[src/rtl/dlls_pkg.sv]
`default_nettype none
package dlls_pkg;

  localparam int unsigned LP_W   = 16;
  localparam int unsigned BW_W   = 6;
  localparam int unsigned VL_W   = 9;
  localparam int unsigned CFG_W  = 16;
  localparam int unsigned CIDX_W = 2;

  // input action codes
  localparam logic ACT_TICK = 1'b0;
  localparam logic ACT_DATA = 1'b1;

  // result kind codes
  localparam logic KIND_PHASE = 1'b0;
  localparam logic KIND_REQ   = 1'b1;

  // configuration register indexes
  localparam logic [CIDX_W-1:0] REG_DMA_CONTROL = 2'd0;
  localparam logic [CIDX_W-1:0] REG_NMI_ENABLE  = 2'd1;
  localparam logic [CIDX_W-1:0] REG_LIST_START  = 2'd2;

  // instruction opcodes (low nibble)
  localparam logic [3:0] OP_BLANK = 4'd0;
  localparam logic [3:0] OP_JUMP  = 4'd1;

  localparam logic [LP_W-1:0] LIST_PAGE_MASK = 16'hFC00;
  localparam logic [LP_W-1:0] LIST_OFS_MASK  = 16'h03FF;
  localparam logic [LP_W-1:0] SCAN_PAGE_MASK = 16'hF000;
  localparam logic [LP_W-1:0] SCAN_OFS_MASK  = 16'h0FFF;

  localparam logic [7:0]      LINE_CYCLES    = 8'd192;
  localparam logic [7:0]      HBLANK_CYCLES  = 8'd36;
  localparam logic [VL_W-1:0] VIS_FIRST      = 9'd24;
  localparam logic [VL_W-1:0] VIS_END        = 9'd216;
  localparam logic [VL_W-1:0] VBLANK_LINE    = 9'd240;
  localparam logic [VL_W-1:0] FRAME_LINES    = 9'd262;

  typedef enum logic [6:0] {
    PH_IDLE   = 7'b0000001,
    PH_INST   = 7'b0000010,
    PH_JLO    = 7'b0000100,
    PH_JHI    = 7'b0001000,
    PH_SLO    = 7'b0010000,
    PH_SHI    = 7'b0100000,
    PH_SCREEN = 7'b1000000
  } phase_t;

  typedef struct packed {
    logic       action;
    logic [7:0] read_data;
  } in_t;

  typedef struct packed {
    logic            kind;
    logic [LP_W-1:0] read_address;
    logic [7:0]      cycles;
    logic            halt_cpu;
    logic            ready_pulse;
    logic            nmi_pulse;
    logic [1:0]      nmi_status;
    logic [VL_W-1:0] line_number;
    logic [7:0]      line_in_block;
    logic [3:0]      mode;
    logic            render_line;
    logic [BW_W-1:0] line_width;
  } res_t;

  // lines per block for display modes 2..15
  function automatic logic [7:0] block_lines(input logic [3:0] mode);
    logic [7:0] n;
    unique case (mode)
      4'd2, 4'd4, 4'd5, 4'd6, 4'd8: n = 8'd8;
      4'd3:                         n = 8'd10;
      4'd7:                         n = 8'd16;
      4'd9, 4'd10:                  n = 8'd4;
      4'd11, 4'd13:                 n = 8'd2;
      4'd12, 4'd14, 4'd15:          n = 8'd1;
      default:                      n = 8'd8;
    endcase
    return n;
  endfunction

  // bytes per line in narrow width for display modes 2..15
  function automatic logic [BW_W-1:0] narrow_bytes(input logic [3:0] mode);
    logic [BW_W-1:0] n;
    unique case (mode)
      4'd6, 4'd7, 4'd10, 4'd11, 4'd12: n = 6'd16;
      4'd8, 4'd9:                      n = 6'd8;
      default:                         n = 6'd32;
    endcase
    return n;
  endfunction

endpackage
`default_nettype wire

[src/rtl/dlls_stream_if.sv]
`default_nettype none
interface dlls_stream_if #(
  parameter type payload_t = logic
);
  logic     valid;
  logic     ready;
  payload_t data;

  modport source (output valid, output data, input ready);
  modport sink   (input valid, input data, output ready);
endinterface
`default_nettype wire

[src/rtl/dlls_ram.sv]
`default_nettype none
module dlls_ram #(
  parameter int unsigned WIDTH = 8,
  parameter int unsigned DEPTH = 48
) (
  input  wire logic                     clk,
  input  wire logic                     we,
  input  wire logic [$clog2(DEPTH)-1:0] waddr,
  input  wire logic [WIDTH-1:0]         wdata,
  input  wire logic [$clog2(DEPTH)-1:0] raddr,
  output logic      [WIDTH-1:0]         rdata
);
  logic [WIDTH-1:0] mem [DEPTH];

  always_ff @(posedge clk) begin
    if (we) begin
      mem[waddr] <= wdata;
    end
    rdata <= mem[raddr];
  end
endmodule
`default_nettype wire

[src/rtl/display_list_line_sequencer_core.sv]
// Display-list line sequencer: a tick word advances the current scanline by
// one timing phase, a data word returns the byte of the outstanding memory
// read. Each accepted word yields at most one result word, either a read
// request (address to fetch) or a finished phase with its cycle count, the
// halt/ready/interrupt pulses and line status. The block takes one input
// word per clock unless the output buffer is full; the decode and pointer
// update of one word is a read-modify-write of the sequencing registers,
// and screen bytes go to the line store RAM through its write port, one
// byte per returned word. Results pass through a two-word output buffer;
// the input stalls only while both words are held. The user is to write
// configuration only while the block is idle; the block does not enforce
// this. A write of the list start register also reloads the list pointer.
`default_nettype none
module display_list_line_sequencer_core #(
  parameter int unsigned LINE_STORE_BYTES = 48
) (
  input  wire logic                        clk,
  input  wire logic                        rst_n,
  dlls_stream_if.sink                      in_ch,
  dlls_stream_if.source                    out_ch,
  input  wire logic                        cfg_we,
  input  wire logic [dlls_pkg::CIDX_W-1:0] cfg_idx,
  input  wire logic [dlls_pkg::CFG_W-1:0]  cfg_data
);
  localparam int unsigned LS_AW = $clog2(LINE_STORE_BYTES);

  logic [5:0]                  dma_r;
  logic [7:0]                  nmien_r;
  logic [dlls_pkg::LP_W-1:0]   lp_r, lp_nxt;
  logic [7:0]                  instr_r, instr_nxt;
  logic [dlls_pkg::LP_W-1:0]   scan_r, scan_nxt;
  logic [3:0]                  mode_r, mode_nxt;
  logic [dlls_pkg::BW_W-1:0]   bw_r, bw_nxt;
  logic [7:0]                  blen_r, blen_nxt;
  logic [7:0]                  bline_r, bline_nxt;
  logic [7:0]                  hpos_r, hpos_nxt;
  logic [dlls_pkg::VL_W-1:0]   vline_r, vline_nxt;
  logic [1:0]                  flags_r, flags_nxt;
  dlls_pkg::phase_t            phase_r, phase_nxt;
  logic [dlls_pkg::BW_W-1:0]   fidx_r, fidx_nxt;
  logic [7:0]                  latch_r, latch_nxt;

  dlls_pkg::res_t              out_r, skid_r, res;
  logic                        out_valid_r, skid_valid_r;
  logic                        has_res;
  logic                        ls_we;

  logic  acc, out_fire;
  assign in_ch.ready   = !skid_valid_r;
  assign acc           = in_ch.valid && in_ch.ready;
  assign out_fire      = out_valid_r && out_ch.ready;
  assign out_ch.valid  = out_valid_r;
  assign out_ch.data   = out_r;

  function automatic logic [dlls_pkg::LP_W-1:0] list_inc(input logic [dlls_pkg::LP_W-1:0] p);
    return (p & dlls_pkg::LIST_PAGE_MASK) | ((p + 16'd1) & dlls_pkg::LIST_OFS_MASK);
  endfunction

  always_comb begin
    logic                      do_req, do_start, do_fin;
    logic [dlls_pkg::LP_W-1:0] req_addr;
    logic [7:0]                cyc, bl1;
    logic                      ready_p, nmi_p, render, halt;
    logic [dlls_pkg::VL_W-1:0] vl1, vdiff;
    logic [1:0]                wm;
    logic [dlls_pkg::BW_W-1:0] n;
    logic [dlls_pkg::BW_W-1:0] fi1;
    logic [7:0]                d;

    lp_nxt    = lp_r;
    instr_nxt = instr_r;
    scan_nxt  = scan_r;
    mode_nxt  = mode_r;
    bw_nxt    = bw_r;
    blen_nxt  = blen_r;
    bline_nxt = bline_r;
    hpos_nxt  = hpos_r;
    vline_nxt = vline_r;
    flags_nxt = flags_r;
    phase_nxt = phase_r;
    fidx_nxt  = fidx_r;
    latch_nxt = latch_r;
    ls_we     = 1'b0;

    do_req   = 1'b0;
    do_start = 1'b0;
    do_fin   = 1'b0;
    has_res  = 1'b0;
    req_addr = '0;
    cyc      = '0;
    ready_p  = 1'b0;
    nmi_p    = 1'b0;
    render   = 1'b0;
    halt     = 1'b0;
    vl1      = vline_r + 9'd1;
    bl1      = bline_r + 8'd1;
    vdiff    = dlls_pkg::VBLANK_LINE - vline_r;
    wm       = dma_r[1:0];
    n        = '0;
    fi1      = fidx_r + 6'd1;
    d        = in_ch.data.read_data;

    if (acc && in_ch.data.action == dlls_pkg::ACT_TICK && phase_r == dlls_pkg::PH_IDLE) begin
      has_res = 1'b1;
      if (vline_r < dlls_pkg::VBLANK_LINE) begin
        render = (vline_r >= dlls_pkg::VIS_FIRST) && (vline_r < dlls_pkg::VIS_END);
        if (bline_r == 8'd0 && hpos_r == 8'd0) begin
          if (!dma_r[5]) begin
            hpos_nxt = dlls_pkg::LINE_CYCLES;
            cyc      = dlls_pkg::LINE_CYCLES;
          end else begin
            phase_nxt = dlls_pkg::PH_INST;
            do_req    = 1'b1;
            req_addr  = lp_r;
          end
        end else if (hpos_r < dlls_pkg::LINE_CYCLES) begin
          cyc      = dlls_pkg::LINE_CYCLES - hpos_r;
          hpos_nxt = dlls_pkg::LINE_CYCLES;
        end else begin
          render   = 1'b0;
          hpos_nxt = '0;
          if (bl1 == blen_r) begin
            bline_nxt = '0;
            if (instr_r[7] && nmien_r[7]) begin
              flags_nxt = flags_r | 2'b10;
              nmi_p     = 1'b1;
            end
          end else begin
            bline_nxt = bl1;
          end
          vline_nxt = vl1;
          cyc       = dlls_pkg::HBLANK_CYCLES;
          ready_p   = 1'b1;
        end
      end else if (hpos_r == 8'd0) begin
        if (vline_r == dlls_pkg::VBLANK_LINE && nmien_r[6]) begin
          flags_nxt = flags_r | 2'b01;
          nmi_p     = 1'b1;
        end
        hpos_nxt = dlls_pkg::LINE_CYCLES;
        cyc      = dlls_pkg::LINE_CYCLES;
      end else begin
        hpos_nxt  = '0;
        vline_nxt = (vl1 >= dlls_pkg::FRAME_LINES) ? '0 : vl1;
        cyc       = dlls_pkg::HBLANK_CYCLES;
        ready_p   = 1'b1;
      end
    end else if (acc && in_ch.data.action == dlls_pkg::ACT_DATA &&
                 phase_r != dlls_pkg::PH_IDLE) begin
      has_res = 1'b1;
      unique case (phase_r)
        dlls_pkg::PH_INST: begin
          instr_nxt = d;
          lp_nxt    = list_inc(lp_r);
          if (d[3:0] == dlls_pkg::OP_BLANK) begin
            mode_nxt = '0;
            bw_nxt   = '0;
            blen_nxt = {5'd0, d[6:4]} + 8'd1;
            do_fin   = 1'b1;
          end else if (d[3:0] == dlls_pkg::OP_JUMP) begin
            phase_nxt = dlls_pkg::PH_JLO;
            do_req    = 1'b1;
            req_addr  = lp_nxt;
          end else begin
            mode_nxt = d[3:0];
            if (d[6]) begin
              phase_nxt = dlls_pkg::PH_SLO;
              do_req    = 1'b1;
              req_addr  = lp_nxt;
            end else begin
              do_start = 1'b1;
            end
          end
        end
        dlls_pkg::PH_JLO, dlls_pkg::PH_SLO: begin
          latch_nxt = d;
          lp_nxt    = list_inc(lp_r);
          phase_nxt = (phase_r == dlls_pkg::PH_JLO) ? dlls_pkg::PH_JHI : dlls_pkg::PH_SHI;
          do_req    = 1'b1;
          req_addr  = lp_nxt;
        end
        dlls_pkg::PH_JHI: begin
          lp_nxt   = {d, latch_r};
          mode_nxt = '0;
          bw_nxt   = '0;
          blen_nxt = instr_r[6] ? vdiff[7:0] : 8'd1;
          do_fin   = 1'b1;
        end
        dlls_pkg::PH_SHI: begin
          lp_nxt   = list_inc(lp_r);
          scan_nxt = {d, latch_r};
          do_start = 1'b1;
        end
        dlls_pkg::PH_SCREEN: begin
          ls_we    = {1'b0, fidx_r} < 7'(LINE_STORE_BYTES);
          scan_nxt = (scan_r & dlls_pkg::SCAN_PAGE_MASK) |
                     ((scan_r + 16'd1) & dlls_pkg::SCAN_OFS_MASK);
          fidx_nxt = fi1;
          if (fi1 >= bw_r) begin
            do_fin = 1'b1;
          end else begin
            do_req   = 1'b1;
            req_addr = scan_nxt;
          end
        end
        default: begin
          has_res = 1'b0;
        end
      endcase
    end

    // open the screen fetch of a mode line, or finish the line when the DMA width is zero
    if (do_start) begin
      blen_nxt = dlls_pkg::block_lines(mode_nxt);
      if (wm == 2'd0) begin
        bw_nxt = '0;
        do_fin = 1'b1;
      end else begin
        if (wm != 2'd3 && instr_nxt[4]) begin
          wm = wm + 2'd1;
        end
        n = dlls_pkg::narrow_bytes(mode_nxt);
        unique case (wm)
          2'd1:    bw_nxt = n;
          2'd2:    bw_nxt = n + (n >> 2);
          default: bw_nxt = n + (n >> 1);
        endcase
        fidx_nxt  = '0;
        phase_nxt = dlls_pkg::PH_SCREEN;
        do_req    = 1'b1;
        req_addr  = scan_nxt;
      end
    end

    // close the DMA phase of the line
    if (do_fin) begin
      cyc = 8'd2 + {2'd0, bw_nxt};
      if (instr_nxt[3:0] == dlls_pkg::OP_JUMP ||
          (instr_nxt[3:0] != dlls_pkg::OP_BLANK && instr_nxt[6])) begin
        cyc = cyc + 8'd4;
      end
      hpos_nxt  = hpos_r + cyc;
      phase_nxt = dlls_pkg::PH_IDLE;
      halt      = 1'b1;
    end

    res.kind          = do_req ? dlls_pkg::KIND_REQ : dlls_pkg::KIND_PHASE;
    res.read_address  = do_req ? req_addr : '0;
    res.cycles        = do_req ? 8'd0 : cyc;
    res.halt_cpu      = do_req | halt;
    res.ready_pulse   = do_req ? 1'b0 : ready_p;
    res.nmi_pulse     = do_req ? 1'b0 : nmi_p;
    res.nmi_status    = flags_nxt;
    res.line_number   = vline_nxt;
    res.line_in_block = bline_nxt;
    res.mode          = mode_nxt;
    res.render_line   = do_req ? 1'b0 : render;
    res.line_width    = bw_nxt;
  end

  dlls_ram #(
    .WIDTH (8),
    .DEPTH (LINE_STORE_BYTES)
  ) u_line_store (
    .clk   (clk),
    .we    (ls_we),
    .waddr (fidx_r[LS_AW-1:0]),
    .wdata (in_ch.data.read_data),
    .raddr (fidx_r[LS_AW-1:0]),
    .rdata ()
  );

  always_ff @(posedge clk) begin
    if (!rst_n) begin
      dma_r        <= '0;
      nmien_r      <= '0;
      lp_r         <= '0;
      instr_r      <= '0;
      scan_r       <= '0;
      mode_r       <= '0;
      bw_r         <= '0;
      blen_r       <= '0;
      bline_r      <= '0;
      hpos_r       <= '0;
      vline_r      <= '0;
      flags_r      <= '0;
      phase_r      <= dlls_pkg::PH_IDLE;
      fidx_r       <= '0;
      latch_r      <= '0;
      out_valid_r  <= 1'b0;
      skid_valid_r <= 1'b0;
    end else begin
      instr_r <= instr_nxt;
      scan_r  <= scan_nxt;
      mode_r  <= mode_nxt;
      bw_r    <= bw_nxt;
      blen_r  <= blen_nxt;
      bline_r <= bline_nxt;
      hpos_r  <= hpos_nxt;
      vline_r <= vline_nxt;
      flags_r <= flags_nxt;
      phase_r <= phase_nxt;
      fidx_r  <= fidx_nxt;
      latch_r <= latch_nxt;
      // a list start write reloads the list pointer
      lp_r    <= (cfg_we && cfg_idx == dlls_pkg::REG_LIST_START) ? cfg_data : lp_nxt;
      if (cfg_we) begin
        unique case (cfg_idx)
          dlls_pkg::REG_DMA_CONTROL: dma_r   <= cfg_data[5:0];
          dlls_pkg::REG_NMI_ENABLE:  nmien_r <= cfg_data[7:0];
          dlls_pkg::REG_LIST_START:  ;
          default: ;
        endcase
      end
      // output buffer: drain skid first, else fill the output word or the skid word
      if (skid_valid_r) begin
        if (out_fire) begin
          skid_valid_r <= 1'b0;
        end
      end else if (has_res) begin
        if (out_valid_r && !out_fire) begin
          skid_valid_r <= 1'b1;
        end else begin
          out_valid_r <= 1'b1;
        end
      end else if (out_fire) begin
        out_valid_r <= 1'b0;
      end
    end
  end

  always_ff @(posedge clk) begin
    if (skid_valid_r) begin
      if (out_fire) begin
        out_r <= skid_r;
      end
    end else if (has_res) begin
      if (out_valid_r && !out_fire) begin
        skid_r <= res;
      end else begin
        out_r <= res;
      end
    end
  end
endmodule
`default_nettype wire

[src/flat_wrapper.sv]
// flat-port wrapper written by rule: the top's interface ports become plain ports
module display_list_line_sequencer_core_flat import dlls_pkg::*;
#(
  parameter int unsigned LINE_STORE_BYTES = 48
)
  (clk, rst_n, cfg_we, cfg_idx, cfg_data, in_ch_valid, in_ch_data, in_ch_ready, out_ch_valid, out_ch_data, out_ch_ready);
  dlls_stream_if #(.payload_t(in_t)) in_ch_i ();
  dlls_stream_if #(.payload_t(res_t)) out_ch_i ();
  input  wire logic clk;
  input  wire logic rst_n;
  input  wire logic cfg_we;
  input  wire logic [dlls_pkg::CIDX_W-1:0] cfg_idx;
  input  wire logic [dlls_pkg::CFG_W-1:0] cfg_data;
  input wire logic [$bits(in_ch_i.valid)-1:0] in_ch_valid;
  input wire logic [$bits(in_ch_i.data)-1:0] in_ch_data;
  output wire logic [$bits(in_ch_i.ready)-1:0] in_ch_ready;
  output wire logic [$bits(out_ch_i.valid)-1:0] out_ch_valid;
  output wire logic [$bits(out_ch_i.data)-1:0] out_ch_data;
  input wire logic [$bits(out_ch_i.ready)-1:0] out_ch_ready;
  assign in_ch_i.valid = in_ch_valid;
  assign in_ch_i.data = in_ch_data;
  assign in_ch_ready = in_ch_i.ready;
  assign out_ch_valid = out_ch_i.valid;
  assign out_ch_data = out_ch_i.data;
  assign out_ch_i.ready = out_ch_ready;
  display_list_line_sequencer_core #(.LINE_STORE_BYTES(LINE_STORE_BYTES)) u_core (.clk(clk), .rst_n(rst_n), .in_ch(in_ch_i), .out_ch(out_ch_i), .cfg_we(cfg_we), .cfg_idx(cfg_idx), .cfg_data(cfg_data));
endmodule
[config.mk]
export PLATFORM = sky130hd
export DESIGN_NAME = display_list_line_sequencer_core_flat
export DESIGN_NICKNAME = d
export VERILOG_FILES = /design/src/rtl/dlls_pkg.sv /design/src/rtl/dlls_stream_if.sv /design/src/rtl/dlls_ram.sv /design/src/rtl/display_list_line_sequencer_core.sv /design/src/flat_wrapper.sv
export SDC_FILE = /design/constraint.sdc
export NUM_CORES = 1
export LEC_CHECK = 0
export ABC_AREA = 1
export ABC_CLOCK_PERIOD_IN_PS = 5400
export CORE_MARGIN = 3
export CORE_UTILIZATION = 40
export DETAILED_ROUTE_END_ITERATION = 7
export DONT_BUFFER_PORTS = 1
export HOLD_SLACK_MARGIN = 0.03
export PLACE_DENSITY = 0.57
export SYNTH_ARGS = -nofsm -noshare
export SYNTH_HDL_FRONTEND = slang
export SYNTH_SLANG_ARGS = --single-unit
[constraint.sdc]
create_clock -name clk -period 5.4 [get_ports clk]
set_input_delay 0.27 -clock clk [delete_from_list [all_inputs] [get_ports clk]]
set_output_delay 0.27 -clock clk [all_outputs]
set_load 0.05 [all_outputs]
==> flow_summary.toml, run 1 <==
[outcome]
status = "finished, final reports clean"

[synthesis]
synthTopCellsByArea = "edfxtp_1 28%, dfxtp_1 18%, nand2_1 7.3%"
seq_area_frac_synth_pct = 45.8
syn_area_per_cell_um2 = 8.35
ys_ff_latch = 228
synth_commonest_cells = "242 x nand2_1, 205 x nor2_1, 188 x inv_1, 116 x edfxtp_1, 112 x dfxtp_1"
ys_warn_count = 0
netlist_area_um2 = 12500
synth_top_area_share_pct = 27.9
synth_nets = 1564
synth_cell_type_count = 64
synth.most_common_cell = "nand2_1"
synth_ff_type = "edfxtp_1"
synth_top_area_cell = "edfxtp_1"
async_flop_share_pct = 0
synth_edf_count = 116
synth_cells = 1497

[run]
max_cap_violations = 0

[sta]
hold_violations = 0
setup_viol_count_final = 0
max-slew-margin-rel_pct = 27.5
layout_min_cycle_time_ns = 4.88
max_freq_ghz = 0.205
timing.final.crit_share_pct = 90.3
worst_pin_slew_ns = 1.09
final_max_slew_viol_count = 0
finClkSkew_ns = 0.00860
tns_ns = 0
setup_ws_ns = 0.524

[power]
swShare_pct = 22.9
p_leak_nw = 5.46
seqPwrFrac_pct = 48.8
intPower_mw = 3.06
p_sw_mw = 0.906
combPwrFrac_pct = 4.2
peakVddDrop_mv = 0.207
powerDensity_nw_per_um2 = 280
p_clk_share_pct = 47.1

[clock_tree]
clk_latency_ns = 0.53
cts_sinks = 228
cts_max_path_buffers = 3
clockRootBuffer = "clkbuf_16"
clk_pin_slew_ns = 0.06
htree_levels = 1
cts_tree = "yes"
cts_buffers = 25

[critical_path]
cp_common_cell = "nand2_1"
path_max_fanout = 6
cpMaxStageDelayCell = "ha_1"
slowest_delay_ns = 0.35
crit_buf_inv = 5
end_kind = "register"
arrival_ns = 5.33
start_kind = "register"
criticalPathCategory = "register to register"
path_delay_family = "simple AND/OR/NAND/NOR gates"
cp_data_required_time_ns = 5.86

[floorplan]
design.core.area_um2 = 30700
initial_utilization_pct = 40.7
die-area_um2 = 33400
boundaryPins = 92
rows = 64
fp.dieW_um = 183
die_h_um = 183

[global_routing]
met1_usage_pct = 30.0
grt_pass1_wl_mm = 56.6
use_met2_pct = 32.9
grt_max_degree = 84
grt-ovfl-total = 0
grt_pass1_vias = 9920
gr-max-usage-layer = "met2"
antenna_found_initial = 2
met3_usage_pct = 3.67
grt_use_total_pct = 21.2

[route]
drc = 0
routed_via_density = 5.31
ant_nets = 0
dr.pass1.iters = 5
drt_iter0_drc = 790
wl_per_cell_um = 18.4
drt-total-wl_mm = 35.7
dr_total_vias = 10300

[hold_path]
hold_path_class = "input pin to register"

[place]
dpl.hpwl_mm = 25.3
place.gp.congestion = 0.930
pre_cts_slack_ns = 0.372
port_buffers = 0

[final_layout]
fillerInstances = 2977
final_nets = 1595
drive_gt1_share_pct = 12.1
area_delta_synth_final_pct = 13.3
==> cell usage in the layout, fill, tap and decap left out, types with 6 or more instances in the layout <==
master         Yosys  final
a211oi_1           9      9
a211oi_2          11     11
a21oi_1           68     68
a221oi_1          16     16
a31oi_1           14     14
buf_4              2     17
bufinv_16          0      6
clkbuf_16          0     25
dfxtp_1          112    111
dlygate4sd3_1      0     31
edfxtp_1         116    116
ha_1              34     34
inv_1            188    187
inv_2             20     21
nand2_1          242    242
nand2_2           23     23
nand2_4           15     15
nand3_1           59     59
nand3_2            8      8
nand4_1           20     20
nor2_1           205    204
nor2_2             7      7
nor2_4             8      9
nor3_1            15     15
o211ai_1           8      8
o21ai_0          106    104
o22ai_1           32     31
o31ai_1            6      6
or2_2              6      6
xnor2_1           14     14
xor2_1            26     26
==> worst register-to-register path: cells and delay by family (launching register included) <==
kind,cells,cell delay [ns]
buffers and inverters,5,0.40
adder cells (fa/ha/maj),4,1.13
XOR/XNOR,1,0.16
AO/OA/AOI/OAI,7,0.80
AND/OR/NAND/NOR,19,1.99
flip-flops,1,0.32
==> stage by stage <==
| stage | util [%] | hold slack [ns] | instance area [um2] | std cells | power [mW] |
|---|---|---|---|---|---|
| after floorplan | - | 0.405 | 12500 | 1497 | 2.07 |
| after global placement | 42.1 | 0.381 | 12900 | 1861 | 2.11 |
| after detailed placement | 42.1 | 0.392 | 12900 | 1861 | 2.11 |
| after CTS | 46.0 | 0.0325 | 14100 | 1937 | 4.00 |
| after global routing | 46.2 | 0.0549 | 14200 | 1942 | 4.09 |
| final | 46.2 | 0.0611 | 14200 | 1942 | 3.96 |
==> timing repair <==
action	in CTS	in global routing
setup buffers	0	4
hold buffers	32	0
gates resized for setup	0	6
setup endpoints to repair	0	3
hold endpoints to repair	43	0
==> area by class of cell <==
type	count	area (um2)	area share [%]
clock inverters	14	224	1.58
repair buffers	49	458	3.23
multi-input cells	1010	5770	40.8
well taps	396	495	3.50
flip-flops and latches	228	5730	40.4
clock buffers	30	664	4.69
inverters	214	817	5.77
diodes	1	2.50	0.0177
==> per-layer routing <==
layer	vias to the layer above	routed length (um)
met5	-	0
met2	321	15800
li1	5102	-
met4	0	1130
met3	58	2200
met1	4835	16600
==> power by group through the flow <==
stage,clock network (mW),registers [mW],logic [mW]
6_report,1.86,1.93,0.165
5_1_grt,1.97,1.94,0.183
4_1_cts,1.90,1.93,0.165
3_5_place_dp,0,1.97,0.138
3_3_place_gp,0,1.97,0.138
2_1_floorplan,0,1.97,0.102
==> registers in the layout (all words and copies together) (netlist names), 7 cells and up <==
name / flops
u_core.blen_r: 8
u_core.bline_r: 8
u_core.hpos_r: 8
u_core.instr_r: 7
u_core.latch_r: 8
u_core.lp_r: 16
u_core.out_ch.data: 58
u_core.phase_r: 7
u_core.scan_r: 16
u_core.skid_r: 58
u_core.vline_r: 9
==> final timing paths <==
path | startpoint | end | slack, ns | depth (start not counted)
setup / recovery | u_core.phase_r[5] | u_core.hpos_r[7] | 0.52 | 36
hold / removal | cfg_idx[1] | u_core.nmien_r[6] | 0.06 | 3
setup reg to reg | u_core.phase_r[5] | u_core.hpos_r[7] | 0.52 | 36
hold reg to reg | u_core.dma_r[5] | u_core.dma_r[5] | 0.47 | 2
==> cell families (layout without fill, tap and decap cells) <==
family / after synthesis / after routing / share of synthesized area (%)
buffers and inverters: 259 / 307 / 8.21
and+or+nand+nor: 631 / 631 / 24.2
xor gates and xnor gates: 40 / 40 / 2.80
other: 0 / 1 / 0
adders and majority gates: 35 / 35 / 3.56
AOI/OAI and AO/OA: 302 / 302 / 15.2
muxes: 2 / 2 / 0.170
DFF: 228 / 228 / 45.8
No activity file was read; power rests on OpenSTA's default activity.
==> inputs of run 2 (changes only) <==
CORE_ASPECT_RATIO = 0.7   (was default)
==> flow_summary.toml, run 2 (synthesis gave the netlist of run 1 again) <==
[floorplan]
fp.dieW_um = 217
die-area_um2 = 33400
boundaryPins = 92
rows = 53
die_h_um = 154
initial_utilization_pct = 41.1
design.core.area_um2 = 30400

[power]
intPower_mw = 2.85
peakVddDrop_mv = 0.181
powerDensity_nw_per_um2 = 270
swShare_pct = 24.4
p_clk_share_pct = 44.3
seqPwrFrac_pct = 51.3
combPwrFrac_pct = 4.4
power_mw = 3.77
p_sw_mw = 0.919
p_leak_nw = 5.38

[final_layout]
area_delta_synth_final_pct = 12.0
drive_gt1_share_pct = 11.6
final_util_pct = 46.1
final_nets = 1588
final-seq-area_um2 = 5730
mostFrequentLayoutCells = "242 x nand2_1, 203 x nor2_1, 188 x inv_1"
mostFrequentLayoutCell = "nand2_1"
n_antenna_cell = 0
multi_input_area_um2 = 5770
fillerInstances = 3034

[outcome]
status = "finished, final reports clean"

[critical_path]
path_max_fanout = 5
cp_common_cell = "nand2_1"
slowest_delay_ns = 0.35
end_kind = "register"
cp_data_required_time_ns = 5.87
start_kind = "register"
arrival_ns = 5.42
worstRegToRegCells = 36
criticalPathCategory = "register to register"
cpMaxStageDelayCell = "or2_2"

[global_routing]
grt_pass1_wl_mm = 56.6
grt_use_total_pct = 21.6
grt-ovfl-total = 0
grt_pass1_vias = 9360
grt_max_degree = 84
antenna_found_initial = 0

[clock_tree]
cts_sinks = 228
clk_pin_slew_ns = 0.06
clockRootBuffer = "clkbuf_16"
cts_tree = "yes"
htree_levels = 1
clk_latency_ns = 0.54
cts_buffers = 25
cts_max_path_buffers = 3

[route]
wl_per_cell_um = 18.9
drt-total-wl_mm = 36.8
dr.pass1.iters = 5
ant_nets = 0
dr_total_vias = 10300
routed_via_density = 5.28
drc = 0
drt_iter0_drc = 1062

[hold_path]
hold_depth = 4
hold_path_class = "input pin to register"

[place]
place.gp.congestion = 0.959
port_buffers = 0
dpl.hpwl_mm = 26.5

[sta]
max_freq_ghz = 0.202
max-slew-margin-rel_pct = 25.8
setup_viol_count_final = 0
tns_ns = 0
worst_pin_slew_ns = 1.11
hold_violations = 0
finClkSkew_ns = 0.0113
layout_min_cycle_time_ns = 4.95
final_max_slew_viol_count = 0
timing.final.crit_share_pct = 91.7

[run]
max_cap_violations = 0
[run 2: cell count changes in the layout (fill, tap and decap cells not counted), moves of 2 or more]
cell	before	now
clkinv_1	5	1
inv_2	21	19
clkbuf_1	3	12
clkbuf_8	2	0
bufinv_16	6	2
clkinv_2	2	7
dlygate4sd3_1	31	29
buf_4	17	13
[run 2: what timing repair did]
action / CTS / global route
buffers inserted: 0 / 1
setup endpoints to repair: 0 / 4
resized for setup: 0 / 4
endpoints found under the hold margin: 42 / 0
hold buffers: 29 / 0
[run 2: through the flow]
step                setup slack (ns)  cell area (um2)  hold WS [ns]  std cells
floorplan                      0.659            12500         0.405       1497
detailed placement             0.352            12900         0.383       1876
finish                         0.446            14000        0.0487       1952
global route                -0.00902            14000        0.0827       1952
CTS                            0.334            14000        0.0336       1951
global placement               0.449            12900         0.386       1876
[run 2: final timing paths]
path | from | endpoint | slack, ns
setup / recovery | u_core.phase_r[4] | u_core.hpos_r[6] | 0.45
hold / removal | in_ch_data[6] | u_core.blen_r[3] | 0.05
setup reg to reg | u_core.phase_r[4] | u_core.hpos_r[6] | 0.45
hold reg to reg | u_core.flags_r[0] | u_core.flags_r[0] | 0.48
[run 2: final cells by class]
cell class | count | share of cell area, %
sequential | 228 | 40.9
clock inverter | 9 | 0.724
tap | 412 | 3.68
timing repair buffer | 42 | 2.77
inverter | 214 | 5.83
clock buffer | 37 | 4.79
multi-input combinational | 1010 | 41.3
[run 2: metal layers]
layer	track usage [%]	part of all wire (%)	up-vias	wire (um)
met3	4.50	7.4	47	2730
met4	4.62	1.9	0	697
met1	34.5	51	4803	18700
met5	0	0	-	0
li1	-	-	5079	-
met2	29.7	40	384	14700
[run 2: critical path, delay by kind of cell (launching register included)]
family	cells	cell delay, ns
AOI/OAI and AO/OA	7	0.86
xor gates and xnor gates	1	0.13
adders and majority gates	4	1.15
buffers and inverters	4	0.34
DFF	1	0.31
and+or+nand+nor	20	2.05
[run 2: power groups by stage]
| stage | Combinational [mW] | Sequential (mW) | Clock, mW |
|---|---|---|---|
| after floorplan | 0.102 | 1.97 | 0 |
| after global placement | 0.141 | 1.97 | 0 |
| after detailed placement | 0.141 | 1.97 | 0 |
| after CTS | 0.165 | 1.93 | 1.71 |
| after global routing | 0.183 | 1.94 | 1.78 |
| final | 0.166 | 1.93 | 1.67 |
